**src/rtl/core/wsstat_pkg.sv**
```systemverilog
// Shared types, constants and helpers of the windowed sensor statistics unit.
// No dependencies; imported by wsstat_ram users, wsstat_div and the top level.
package wsstat_pkg;

    // Field and state widths
    localparam int SAMPLE_WIDTH = 16;
    localparam int COUNT_WIDTH  = 24;
    localparam int SUM_WIDTH    = SAMPLE_WIDTH + COUNT_WIDTH;
    localparam int TIME_WIDTH   = 32;
    localparam int FLAG_WIDTH   = 32;
    localparam int NUM_CHAN     = 4;
    localparam int CHAN_W       = $clog2(NUM_CHAN);
    localparam int NUM_FAULT    = 3;

    // Fault bit positions
    localparam int FAULT_POWER   = 0;
    localparam int FAULT_COOLING = 1;
    localparam int FAULT_SENSOR  = 2;

    localparam logic [CHAN_W-1:0] CHAN_LAST = CHAN_W'(NUM_CHAN - 1);

    // One week in seconds
    localparam logic [TIME_WIDTH-1:0] WINDOW_RESET = TIME_WIDTH'(7 * 24 * 60 * 60);

    typedef logic signed [SAMPLE_WIDTH-1:0] t_sample;
    typedef logic        [COUNT_WIDTH-1:0]  t_count;
    typedef logic signed [SUM_WIDTH-1:0]    t_sum;
    typedef logic        [TIME_WIDTH-1:0]   t_time;

    localparam t_sample SAMPLE_MAX = {1'b0, {(SAMPLE_WIDTH-1){1'b1}}};
    localparam t_sample SAMPLE_MIN = {1'b1, {(SAMPLE_WIDTH-1){1'b0}}};

    // Per-channel statistics entry, one word of the channel RAM
    typedef struct packed {
        t_count  count;
        t_sum    sum;
        t_sample min_v;
        t_sample max_v;
    } t_chan_ent;

    localparam t_chan_ent ENT_RESET = '{
        count: '0,
        sum:   '0,
        min_v: SAMPLE_MAX,
        max_v: SAMPLE_MIN
    };

    // Divider request and response
    typedef struct packed {
        logic                 start;
        logic [SUM_WIDTH-1:0] dividend;
        t_count               divisor;
    } t_div_req;

    typedef struct packed {
        logic                 done;
        logic [SUM_WIDTH-1:0] quotient;
    } t_div_rsp;

    // Saturating counter increment
    function automatic t_count sat_inc(input t_count c);
        return (c == '1) ? c : c + t_count'(1);
    endfunction

endpackage

```
**src/rtl/core/wsstat_ram.sv**
```systemverilog
// Generic simple dual-port RAM: one write port, one read port, registered read.
// No dependencies.
module wsstat_ram #(
    parameter int WIDTH = 8,
    parameter int DEPTH = 4
) (
    input  logic                     i_clk,
    input  logic                     i_we,
    input  logic [$clog2(DEPTH)-1:0] i_waddr,
    input  logic [WIDTH-1:0]         i_wdata,
    input  logic [$clog2(DEPTH)-1:0] i_raddr,
    output logic [WIDTH-1:0]         o_rdata
);

    logic [WIDTH-1:0] r_mem [DEPTH];
    logic [WIDTH-1:0] r_rdata;

    always_ff @(posedge i_clk) begin
        if (i_we) begin
            r_mem[i_waddr] <= i_wdata;
        end
        r_rdata <= r_mem[i_raddr];
    end

    assign o_rdata = r_rdata;

endmodule

```
**src/rtl/core/wsstat_div.sv**
```systemverilog
// Restoring serial divider, one quotient bit per cycle, unsigned operands.
// Depends on wsstat_pkg (widths, request/response structs).
module wsstat_div import wsstat_pkg::*; (
    input  logic     i_clk,
    input  logic     i_rst_n,
    input  t_div_req i_req,
    output t_div_rsp o_rsp
);

    localparam int STEP_W = $clog2(SUM_WIDTH);
    localparam logic [STEP_W-1:0] STEP_LAST = STEP_W'(SUM_WIDTH - 1);

    logic                 r_busy;
    logic                 r_done;
    logic [STEP_W-1:0]    r_step;
    logic [SUM_WIDTH-1:0] r_quo;
    t_count               r_rem;
    t_count               r_div;

    logic [COUNT_WIDTH:0] rem_shift;
    logic [COUNT_WIDTH:0] rem_diff;
    logic                 q_bit;

    // One trial subtraction per cycle
    always_comb begin
        rem_shift = {r_rem, r_quo[SUM_WIDTH-1]};
        rem_diff  = rem_shift - {1'b0, r_div};
        q_bit     = (rem_shift >= {1'b0, r_div});
    end

    // Control
    always_ff @(posedge i_clk) begin
        if (!i_rst_n) begin
            r_busy <= 1'b0;
            r_done <= 1'b0;
            r_step <= '0;
        end else begin
            r_done <= 1'b0;
            if (r_busy) begin
                r_step <= r_step + STEP_W'(1);
                if (r_step == STEP_LAST) begin
                    r_busy <= 1'b0;
                    r_done <= 1'b1;
                end
            end else if (i_req.start) begin
                r_busy <= 1'b1;
                r_step <= '0;
            end
        end
    end

    // Datapath
    always_ff @(posedge i_clk) begin
        if (r_busy) begin
            r_rem <= q_bit ? rem_diff[COUNT_WIDTH-1:0] : rem_shift[COUNT_WIDTH-1:0];
            r_quo <= {r_quo[SUM_WIDTH-2:0], q_bit};
        end else if (i_req.start) begin
            r_rem <= '0;
            r_quo <= i_req.dividend;
            r_div <= i_req.divisor;
        end
    end

    assign o_rsp.done     = r_done;
    assign o_rsp.quotient = r_quo;

endmodule

```
**src/rtl/core/windowed_sensor_statistics_unit.sv**
```systemverilog
// Windowed sensor statistics unit: per-channel sum/min/max/count in a 4-entry RAM.
// Sample transaction: accept, then read and write back each channel.
// Report transaction: 4 results, each a RAM read, load and 40-step serial
// divide plus output wait; one transaction is in flight at a time.
// Synchronous active-low reset restores the cleared statistics and the week window.
// Depends on wsstat_pkg, wsstat_ram, wsstat_div.
module windowed_sensor_statistics_unit import wsstat_pkg::*; (
    input  logic                    i_clk,
    input  logic                    i_rst_n,
    // configuration
    input  logic                    i_cfg_we,
    input  logic [TIME_WIDTH-1:0]   i_cfg_wdata,
    // input channel
    input  logic                    i_valid,
    output logic                    o_stall,
    input  logic                    i_cmd,
    input  logic [TIME_WIDTH-1:0]   i_timestamp,
    input  logic                    i_clock_synced,
    input  logic signed [SAMPLE_WIDTH-1:0] i_current_value,
    input  logic signed [SAMPLE_WIDTH-1:0] i_inlet_temp,
    input  logic signed [SAMPLE_WIDTH-1:0] i_outlet_temp,
    input  logic signed [SAMPLE_WIDTH-1:0] i_temp_delta,
    input  logic [NUM_CHAN-1:0]     i_valid_mask,
    input  logic                    i_power_fault,
    input  logic                    i_cooling_fault,
    input  logic                    i_sensor_ok,
    input  logic [FLAG_WIDTH-1:0]   i_sensor_error_flags,
    // output channel
    output logic                    o_valid,
    input  logic                    i_stall,
    output logic [CHAN_W-1:0]       o_channel,
    output logic [COUNT_WIDTH-1:0]  o_valid_count,
    output logic signed [SAMPLE_WIDTH-1:0] o_average,
    output logic signed [SAMPLE_WIDTH-1:0] o_minimum,
    output logic signed [SAMPLE_WIDTH-1:0] o_maximum,
    output logic [COUNT_WIDTH-1:0]  o_total_samples,
    output logic [COUNT_WIDTH-1:0]  o_power_events,
    output logic [COUNT_WIDTH-1:0]  o_cooling_events,
    output logic [COUNT_WIDTH-1:0]  o_sensor_events,
    output logic [TIME_WIDTH-1:0]   o_window_start,
    output logic [TIME_WIDTH-1:0]   o_last_sample_time,
    output logic                    o_last
);

    typedef enum logic [5:0] {
        S_IDLE  = 6'b000001,
        S_SRD   = 6'b000010,
        S_SUPD  = 6'b000100,
        S_RRD   = 6'b001000,
        S_RLOAD = 6'b010000,
        S_RDIV  = 6'b100000
    } t_state_core;

    typedef enum logic [1:0] {
        O_IDLE = 2'b01,
        O_SEND = 2'b10
    } t_state_out;

    // Control registers
    t_state_core          r_state, n_state;
    t_state_out           r_ostate;
    logic [CHAN_W-1:0]    r_chan;
    logic [NUM_CHAN-1:0]  r_ent_vld;
    logic                 r_clr;
    t_time                r_window_seconds;

    // Global statistics
    t_count               r_total, n_total;
    t_count               r_edges [NUM_FAULT];
    t_count               n_edges [NUM_FAULT];
    t_time                r_begin, n_begin;
    t_time                r_latest, n_latest;
    logic                 r_wsynced, n_wsynced;
    logic                 r_prev_seen, n_prev_seen;
    logic [NUM_FAULT-1:0] r_prev_faults, n_prev_faults;

    // Captured transaction and report payload
    t_sample              r_samp [NUM_CHAN];
    logic [NUM_CHAN-1:0]  r_mask;
    logic                 r_neg;
    t_count               r_ld_count;
    t_sample              r_ld_min;
    t_sample              r_ld_max;
    t_count               r_out_count;
    t_sample              r_out_avg;
    t_sample              r_out_min;
    t_sample              r_out_max;

    logic                 in_acc;
    logic                 out_acc;
    logic                 win_clear;
    t_time                elapsed;
    logic [NUM_FAULT-1:0] cur_faults;

    logic                 ram_we;
    t_chan_ent            ram_wdata;
    logic [$bits(t_chan_ent)-1:0] ram_rdata;
    t_chan_ent            ent_cur;
    t_chan_ent            ent_new;
    t_sample              samp_v;
    t_sample              cur_min;
    t_sample              cur_max;
    t_sum                 sum_abs;
    t_sample              quo_s;

    t_div_req             div_req;
    t_div_rsp             div_rsp;

    assign in_acc  = i_valid && !o_stall;
    assign out_acc = o_valid && !i_stall;
    assign o_stall = (r_state != S_IDLE);

    // Window end test
    always_comb begin
        elapsed   = i_timestamp - r_begin;
        win_clear = (r_begin == '0) ||
                    (i_clock_synced && r_wsynced && (i_timestamp >= r_begin) &&
                     (elapsed >= r_window_seconds));
        cur_faults[FAULT_POWER]   = i_power_fault;
        cur_faults[FAULT_COOLING] = i_cooling_fault;
        cur_faults[FAULT_SENSOR]  = !i_sensor_ok || (i_sensor_error_flags != '0);
    end

    // Global counters and times, updated at sample accept
    always_comb begin
        n_total       = r_total;
        n_begin       = r_begin;
        n_latest      = r_latest;
        n_wsynced     = r_wsynced;
        n_prev_seen   = r_prev_seen;
        n_prev_faults = r_prev_faults;
        for (int k = 0; k < NUM_FAULT; k++) begin
            n_edges[k] = r_edges[k];
        end
        if (in_acc && !i_cmd) begin
            if (win_clear) begin
                n_total       = '0;
                n_begin       = i_timestamp;
                n_wsynced     = 1'b0;
                n_prev_seen   = 1'b0;
                n_prev_faults = '0;
                for (int k = 0; k < NUM_FAULT; k++) begin
                    n_edges[k] = '0;
                end
            end
            n_total  = sat_inc(n_total);
            n_latest = i_timestamp;
            if (i_clock_synced) begin
                n_wsynced = 1'b1;
            end
            if (n_prev_seen) begin
                for (int k = 0; k < NUM_FAULT; k++) begin
                    if (cur_faults[k] && !n_prev_faults[k]) begin
                        n_edges[k] = sat_inc(n_edges[k]);
                    end
                end
            end
            n_prev_seen   = 1'b1;
            n_prev_faults = cur_faults;
        end
    end

    // Channel entry read-modify-write
    always_comb begin
        ent_cur = (r_ent_vld[r_chan] && !r_clr) ? t_chan_ent'(ram_rdata) : ENT_RESET;
        samp_v  = r_samp[r_chan];
        cur_min = ent_cur.min_v;
        cur_max = ent_cur.max_v;
        ent_new = ent_cur;
        if (r_mask[r_chan]) begin
            if (ent_cur.count != '1) begin
                ent_new.sum   = ent_cur.sum +
                    {{(SUM_WIDTH-SAMPLE_WIDTH){samp_v[SAMPLE_WIDTH-1]}}, samp_v};
                ent_new.count = ent_cur.count + t_count'(1);
            end
            if (samp_v < cur_min) begin
                ent_new.min_v = samp_v;
            end
            if (samp_v > cur_max) begin
                ent_new.max_v = samp_v;
            end
        end
        ram_we    = (r_state == S_SUPD);
        ram_wdata = ent_new;
    end

    // Divider request: magnitude of the sum over the count
    always_comb begin
        sum_abs          = ent_cur.sum[SUM_WIDTH-1] ? -ent_cur.sum : ent_cur.sum;
        div_req.start    = (r_state == S_RLOAD);
        div_req.dividend = sum_abs;
        div_req.divisor  = ent_cur.count;
        quo_s            = div_rsp.quotient[SAMPLE_WIDTH-1:0];
    end

    // Sequencer next state
    always_comb begin
        n_state = r_state;
        unique case (r_state)
            S_IDLE: begin
                if (in_acc) begin
                    n_state = i_cmd ? S_RRD : S_SRD;
                end
            end
            S_SRD: begin
                n_state = S_SUPD;
            end
            S_SUPD: begin
                n_state = (r_chan == CHAN_LAST) ? S_IDLE : S_SRD;
            end
            S_RRD: begin
                if (r_ostate == O_IDLE) begin
                    n_state = S_RLOAD;
                end
            end
            S_RLOAD: begin
                n_state = S_RDIV;
            end
            S_RDIV: begin
                if (div_rsp.done) begin
                    n_state = S_RRD;
                end
            end
            default: begin
                n_state = S_IDLE;
            end
        endcase
        // Report ends once the last result leaves
        if (r_state == S_RRD && r_ostate == O_SEND && out_acc && o_last) begin
            n_state = S_IDLE;
        end
    end

    // Control state
    always_ff @(posedge i_clk) begin
        if (!i_rst_n) begin
            r_state          <= S_IDLE;
            r_ostate         <= O_IDLE;
            r_chan           <= '0;
            r_ent_vld        <= '0;
            r_clr            <= 1'b0;
            r_window_seconds <= WINDOW_RESET;
            r_total          <= '0;
            r_begin          <= '0;
            r_latest         <= '0;
            r_wsynced        <= 1'b0;
            r_prev_seen      <= 1'b0;
            r_prev_faults    <= '0;
            for (int k = 0; k < NUM_FAULT; k++) begin
                r_edges[k] <= '0;
            end
        end else begin
            r_state       <= n_state;
            r_total       <= n_total;
            r_begin       <= n_begin;
            r_latest      <= n_latest;
            r_wsynced     <= n_wsynced;
            r_prev_seen   <= n_prev_seen;
            r_prev_faults <= n_prev_faults;
            for (int k = 0; k < NUM_FAULT; k++) begin
                r_edges[k] <= n_edges[k];
            end
            if (i_cfg_we) begin
                r_window_seconds <= i_cfg_wdata;
            end
            if (in_acc) begin
                r_chan <= '0;
                r_clr  <= !i_cmd && win_clear;
            end
            if (r_state == S_SUPD) begin
                r_ent_vld[r_chan] <= 1'b1;
                if (r_chan != CHAN_LAST) begin
                    r_chan <= r_chan + CHAN_W'(1);
                end
            end
            // Output register handshake
            unique case (r_ostate)
                O_IDLE: begin
                    if (r_state == S_RDIV && div_rsp.done) begin
                        r_ostate <= O_SEND;
                    end
                end
                O_SEND: begin
                    if (out_acc) begin
                        r_ostate <= O_IDLE;
                        if (!o_last) begin
                            r_chan <= r_chan + CHAN_W'(1);
                        end
                    end
                end
                default: begin
                    r_ostate <= O_IDLE;
                end
            endcase
        end
    end

    // Payload capture
    always_ff @(posedge i_clk) begin
        if (in_acc) begin
            r_samp[0] <= i_current_value;
            r_samp[1] <= i_inlet_temp;
            r_samp[2] <= i_outlet_temp;
            r_samp[3] <= i_temp_delta;
            r_mask    <= i_valid_mask;
        end
        if (r_state == S_RLOAD) begin
            r_neg      <= ent_cur.sum[SUM_WIDTH-1];
            r_ld_count <= ent_cur.count;
            r_ld_min   <= ent_cur.min_v;
            r_ld_max   <= ent_cur.max_v;
        end
        if (r_state == S_RDIV && div_rsp.done) begin
            r_out_count <= r_ld_count;
            if (r_ld_count == '0) begin
                r_out_avg <= '0;
                r_out_min <= '0;
                r_out_max <= '0;
            end else begin
                r_out_avg <= r_neg ? -quo_s : quo_s;
                r_out_min <= r_ld_min;
                r_out_max <= r_ld_max;
            end
        end
    end

    wsstat_ram #(
        .WIDTH ($bits(t_chan_ent)),
        .DEPTH (NUM_CHAN)
    ) u_chan_ram (
        .i_clk   (i_clk),
        .i_we    (ram_we),
        .i_waddr (r_chan),
        .i_wdata (ram_wdata),
        .i_raddr (r_chan),
        .o_rdata (ram_rdata)
    );

    wsstat_div u_div (
        .i_clk   (i_clk),
        .i_rst_n (i_rst_n),
        .i_req   (div_req),
        .o_rsp   (div_rsp)
    );

    // Output ports
    assign o_valid            = (r_ostate == O_SEND);
    assign o_channel          = r_chan;
    assign o_last             = (r_chan == CHAN_LAST);
    assign o_valid_count      = r_out_count;
    assign o_average          = r_out_avg;
    assign o_minimum          = r_out_min;
    assign o_maximum          = r_out_max;
    assign o_total_samples    = r_total;
    assign o_power_events     = r_edges[FAULT_POWER];
    assign o_cooling_events   = r_edges[FAULT_COOLING];
    assign o_sensor_events    = r_edges[FAULT_SENSOR];
    assign o_window_start     = r_begin;
    assign o_last_sample_time = r_latest;

    // Assertions
    a_out_blocks_in: assert property (@(posedge i_clk) disable iff (!i_rst_n)
        o_valid |-> o_stall)
        else $error("result pending while input channel open");

    a_div_done_state: assert property (@(posedge i_clk) disable iff (!i_rst_n)
        div_rsp.done |-> (r_state == S_RDIV))
        else $error("divider finished outside divide state");

    a_last_frees: assert property (@(posedge i_clk) disable iff (!i_rst_n)
        (out_acc && o_last) |=> !o_stall)
        else $error("block not idle after final result");

    a_begin_set: assert property (@(posedge i_clk) disable iff (!i_rst_n)
        (in_acc && !i_cmd && i_timestamp != '0) |=> (r_begin != '0))
        else $error("window start unset after timed sample");

endmodule
```
**config.mk**
```make
export PLATFORM = sky130hd
export DESIGN_NAME = windowed_sensor_statistics_unit
export DESIGN_NICKNAME = d
export VERILOG_FILES = /design/src/rtl/core/wsstat_pkg.sv /design/src/rtl/core/wsstat_ram.sv /design/src/rtl/core/wsstat_div.sv /design/src/rtl/core/windowed_sensor_statistics_unit.sv
export SDC_FILE = /design/constraint.sdc
export NUM_CORES = 2
export LEC_CHECK = 0
export ABC_AREA = 1
export BUFFER_PORTS_ARGS = -buffer_cell sky130_fd_sc_hd__buf_2
export CAP_MARGIN = 20
export CORE_ASPECT_RATIO = 1.1
export CORE_MARGIN = 2
export CORE_UTILIZATION = 45
export CTS_CLUSTER_SIZE = 12
export DETAILED_ROUTE_END_ITERATION = 6
export MAX_ROUTING_LAYER = met4
export SYNTH_ARGS = -nofsm -noshare
export SYNTH_HDL_FRONTEND = slang
export SYNTH_HIERARCHICAL = 1
export SYNTH_SLANG_ARGS = --single-unit
```
**constraint.sdc**
```tcl
create_clock -name i_clk -period 9.3 [get_ports i_clk]
set_input_delay 0 -clock i_clk [delete_from_list [all_inputs] [get_ports i_clk]]
set_output_delay 0 -clock i_clk [all_outputs]
set_load 0.1 [all_outputs]
```
Yosys cells after proc, flatten, opt, wreduce, memory -nomap -nowiden. Memory sizes are Yosys's and may differ from the RTL's. A register that Yosys moved wholly into a read port is not among the register bits. Cells that the tools add are included.

Flip-flop bits (word level): 369. Latch bits: 0. Memory bits (writable): 520. Bits in read-only memories: 0. Output and inout port bits: 237. Word-level logic and storage cells: 183. Memories kept: 3.

Memories: u_chan_ram.r_mem (words 4, width 96, rd ports 1, clocked after Yosys merged registers in 1, wr ports 1, line wsstat_ram.sv:15) `logic [WIDTH-1:0] r_mem [DEPTH];`; r_edges (words 3, width 24, rd ports 3, clocked after Yosys merged registers in 0, wr ports 3, line windowed_sensor_statistics_unit.sv:69) `t_count r_edges [NUM_FAULT];`; r_samp (words 4, width 16, rd ports 1, clocked after Yosys merged registers in 1, wr ports 4, line windowed_sensor_statistics_unit.sv:78) `t_sample r_samp [NUM_CHAN];`.

Add/subtract/negate cells: 12. Multipliers: 0. Divide/modulo/power cells: 0. Magnitude comparators: 7. Equality and inequality tests: 22. Shift-type cells: 0. Muxes and demuxes: 68. Bitwise operators: 6. Reduce and logical (&&, ||, !) cells: 38.

Operator list (number): $mux 24 (15); $mux 72 (4); $mux 96 (2); $add 24x1->24 const B (5); $mux 40 (3); $eq 24x24->1 const B (4); $ge 32x32->1 (2); $mux 64 (1); $mux 16 (3); $add 40x40->40 (1); $neg 40->40 (1); $pmux 6 s6 (1); $logic_not 32->1 (1); $reduce_bool 32->1 (1); $sub 32x32->32 (1); $mux 6 (5); $ge 25x24->1 (1); $logic_not 24->1 (1); $ne 24x24->1 const B (1); $sub 24x24->24 (1); $mux 2 (10); $mux 1 (17); $gt 16x16->1 (1); $logic_and 1x1->1 (16); 31 further kinds (55).

Longest topological paths before layout.
Depth after elaboration: 12. Mapped depth: 51. Gate-level depth less buffers: 47.

Modules after synthesis. Netlist, hierarchy kept.

By module, submodules not included: windowed_sensor_statistics_unit (instances 1, cells an instance 3542, area an instance 26088.8 sq um); wsstat_ram (instances 1, cells an instance 1608, area an instance 17999.8 sq um); wsstat_div (instances 1, cells an instance 760, area an instance 5816.8 sq um).

Least setup slack after synthesis. No wires, ideal clock.

Path kind: reg-to-reg. Start: reg r_chan[0], in the netlist o_channel[0]. End: mem u_chan_ram/r_mem[1][0] (netlist name), enable pin. Setup time: 668 ps. Data arrival time: 7911 ps. Required time: 8632 ps. Setup slack: 721 ps. Stages on the path, launching flop included: 3. Clock period less this slack: 8579 ps. Cell sequence: dfxtp_1 > inv_1 > nor3_1.

RTL lines: start: declaration (line windowed_sensor_statistics_unit.sv:62) `logic [CHAN_W-1:0] r_chan;`; start signal: assignment (line windowed_sensor_statistics_unit.sv:273) `r_chan <= r_chan + CHAN_W'(1);`; start signal: assignment (line windowed_sensor_statistics_unit.sv:287) `r_chan <= r_chan + CHAN_W'(1);`; end: declaration (line wsstat_ram.sv:15).

Straight into the memory's write port.

Worst setup path after layout.
Start: reg r_begin[0], in the netlist o_window_start[0]. End: reg r_begin[4], in the netlist o_window_start[4].

Cells in the longest elaborated chain, start to end: 5.

RTL lines: start: declaration (line windowed_sensor_statistics_unit.sv:71) `t_time r_begin, n_begin;`; start signal: assignment (line windowed_sensor_statistics_unit.sv:255) `r_begin <= n_begin;`; $sub 32x32->32 / $ge 32x32->1 (equally long branches) (line windowed_sensor_statistics_unit.sv:115, windowed_sensor_statistics_unit.sv:117); $ge 32x32->1 / $logic_and 1x1->1 (equally long branches) (line windowed_sensor_statistics_unit.sv:118, windowed_sensor_statistics_unit.sv:117); $logic_and 1x1->1 (line windowed_sensor_statistics_unit.sv:117) `(i_clock_synced && r_wsynced && (i_timestamp >= r_begin) &&`; $logic_or 1x1->1 (*) (line windowed_sensor_statistics_unit.sv:116) `win_clear = (r_begin == '0) ||`; $reduce_and 2->1 (no source line) (*).

Every way passes the cells marked *; elsewhere a longest branch is shown, timed or not. A chain may end at the register's enable or synchronous reset.

==> key figures <==
Synth
  – Register area share after synthesis: 52.9%
  – FFs w/ async S/R, synth: 0%
  – FF+latch count, synth: 985
  – Largest area contributor in the netlist: edfxtp_1
  – Yosys Warn Count: 6
  – Unique masters post-synth: 67
  – Synth top area cells: edfxtp_1 (40%), dfxtp_1 (13%), nand2_1 (12%)
  – Cell count after synthesis: 5910
  – Synth Flop Type: edfxtp_1
  – Syn avg cell area: 8.44 sq um
  – Syn Nets: 6257
  – Number of synthesized flops with an enable pin: 669
  – Synthesized area: 0.0499 sq mm
  – Top cell type's share of synthesized area: 40.3%

Global routing
  – Total global routing overflow: 0
  – Gr usage total: 25.8%
  – Number of global-route vias before repair: 39400
  – Largest net degree at the start of global routing: 111
  – First-pass GRT wire length: 222000 um
  – Initial antenna violation count: 9

Setup path
  – Delay of the slowest critical-path stage: 0.73 ns
  – CP most frequent cell: nand2_1
  – Worst Path Arrival: 8.07 ns
  – CP max FO: 94
  – Required time worst endpoint: 9.85 ns
  – Critical Path Source Type: flip-flop
  – Crit path capture type: flip-flop
  – CP max-delay cell: nand2_4
  – WS Path Type: flip-flop to flip-flop

Run status
  – Status: completed

Placed design
  – DP Worst Slack: 2.17 ns
  – HPWL Detailed: 97200 um
  – I/O Buffers: 410
  – Gpl congestion: 0.939

Timing
  – Final slew viol count: 0
  – Slew @ Worst Pin: 1.11 ns
  – Max transition margin: 26.0%
  – Achievable Freq: 133 MHz
  – Crit path time final: 7.52 ns
  – Final Skew: 0.0389 ns
  – Final worst-path setup slack: 1.78 ns
  – Fin. Hold Viols: 0
  – Setup violators final: 0
  – RSZ-0062 raised after global routing: false
  – Final Cycle Share: 80.9%
  – Setup TNS: 0 ns

Die
  – Initial Utilization: 45.2%
  – Die Width: 322 um
  – DIE AREA: 0.114 sq mm
  – Die height: 353 um
  – Num ports: 411
  – Core Area: 0.110 sq mm
  – FP Rows: 128

Final layout
  – Share of cells above drive strength 1: 11.5%
  – Most frequent cells in the layout: nand2_1 (1532), inv_1 (1009), edfxtp_1 (669), nor2_1 (493), buf_2 (409)
  – Final nets: 6851
  – Most common cell after layout, fill and taps aside: nand2_1
  – Fillers: 10100
  – Multi-input gate area: 0.0187 sq mm
  – Post-synthesis to final-layout area growth: 18.1%
  – Sequential cell area: 0.0264 sq mm

Clocking
  – Clk Latency, worst-skew pair: 0.71 ns
  – TritonCTS Sinks: 985
  – Max Root-Sink Buffers: 3
  – CTS hold repair buffers: 221
  – H-tree levels: 3
  – Post-CTS Setup Bufs: 0
  – CTS root buffer: clkbuf_16
  – Worst-path clk slew: 0.07 ns
  – Post-cts gate resize count: 0
  – CTS buffer count: 104
  – CTS tree: done

Drt
  – Wire per inst: 18.1 um
  – Routed WL: 146000 um
  – # DRC: 0
  – First-pass DRT Iterations: 6
  – Vias: 41100
  – Detailed Route Iter0 Violations: 2838
  – Remaining antenna violation count: 0
  – Routed vias/inst: 5.12

Pwr
  – Leak: 26.6 nW
  – Power per cell area: 199 mW/mm^2
  – IR drop worst, VDD: 322 uV

Worst hold path
  – Worst hold path type: primary input to flip-flop

Run
  – Max-cap violation count: 0
==> where the power goes <==
group	switching, W	internal (W)
clock	0.00179	0.00241
combinational	0.00197	0.000614
sequential	0.0000684	0.00490
total	0.00382	0.00793
==> cell type report <==
type | count | share of cell area (%)
Sequential cell | 985 | 44.8
Multi-Input combinational cell | 3697 | 31.8
Timing Repair Buffer | 682 | 7.93
Inverter | 1034 | 6.60
Clock buffer | 156 | 5.03
Tap cell | 1430 | 3.04
Clock inverter | 40 | 0.800
Antenna cell | 8 | 0.0340
==> metal layers <==
metal,wire length [um],global-route usage (%),vias up
met5,0,-,-
met4,5400,9.68,0
met3,8590,3.77,284
met2,70500,43.7,1227
met1,61000,31.0,19300
li1,-,-,20300
==> Yosys cell counts (10+ instances only) <==
library cell,count
nor3_1,67
buf_2,66
xor2_1,61
nor2_1,495
a32oi_1,14
a21o_1,10
nand3b_1,20
o21a_1,14
xnor2_1,48
a21oi_1,294
nor2_2,32
a31oi_1,27
nor3_2,11
inv_2,20
nand3_1,338
nand2_2,12
clkbuf_1,89
inv_1,1011
nand2_1,1533
nand3_2,19
dfxtp_1,316
o21ai_1,27
edfxtp_1,669
nor2_4,15
o21ai_0,280
ha_1,170
nand4_1,80
o211ai_1,10
buf_6,14
nor4_1,34
buf_1,21
==> sequential cells by signal (all words and copies together) (netlist names), 6 cells and up <==
register            cells
o_average              16
o_last_sample_time     32
o_maximum              16
o_minimum              16
o_total_samples        24
o_valid_count          24
o_window_start         32
r_edges                72
r_ld_count             24
r_ld_max               16
r_ld_min               16
r_samp                 64
r_state                 6
r_window_seconds       32
u_chan_ram/o_rdata     96
u_chan_ram/r_mem      384
u_div/r_div            24
u_div/r_quo            40
u_div/r_rem            24
u_div/r_step            6
==> through the flow <==
stage	power (W)	utilization [%]	hold slack [ns]	instances	instance area, sq um
after floorplan	0.00698	-	0.0989	5910	49900
after global placement	0.00751	48.3	0.178	7606	53300
after detailed placement	0.00754	48.3	0.178	7606	53300
after CTS	0.0118	53.4	0.00384	8023	58900
after global routing	0.0122	53.4	0.0219	8032	59000
final	0.0117	53.4	0.0430	8032	59000
==> cells by family (layout without fill, tap and decap cells) <==
group	after synthesis	in the layout	share of synthesized area (%)
simple gates	2699	2699	23.3
buf+inv	1228	1912	9.67
flops	985	985	52.9
compound gates	716	716	7.77
fa+ha+maj	173	173	4.38
xor+xnor	109	109	1.91
other cells	0	8	0
==> final timing paths <==
check / startpoint / end / slack, ns / cells after the start
setup reg to reg: o_window_start[0] / o_window_start[4] / 1.78 / 36
hold reg to reg: r_ld_count[14] / o_valid_count[14] / 0.45 / 0
setup / recovery: o_window_start[0] / o_window_start[4] / 1.78 / 36
hold / removal: i_outlet_temp[6] / r_samp[2][6] / 0.04 / 2
==> worst max-delay path, delay by kind of cell, from the launching register on <==
family	cells	cell delay [ns]
adders and majority gates	3	0.90
AOI/OAI and AO/OA	7	1.30
and+or+nand+nor	18	2.67
buffers and inverters	7	1.79
xor gates and xnor gates	1	0.15
DFF	1	0.33
No activity file was read; power rests on OpenSTA's default activity.
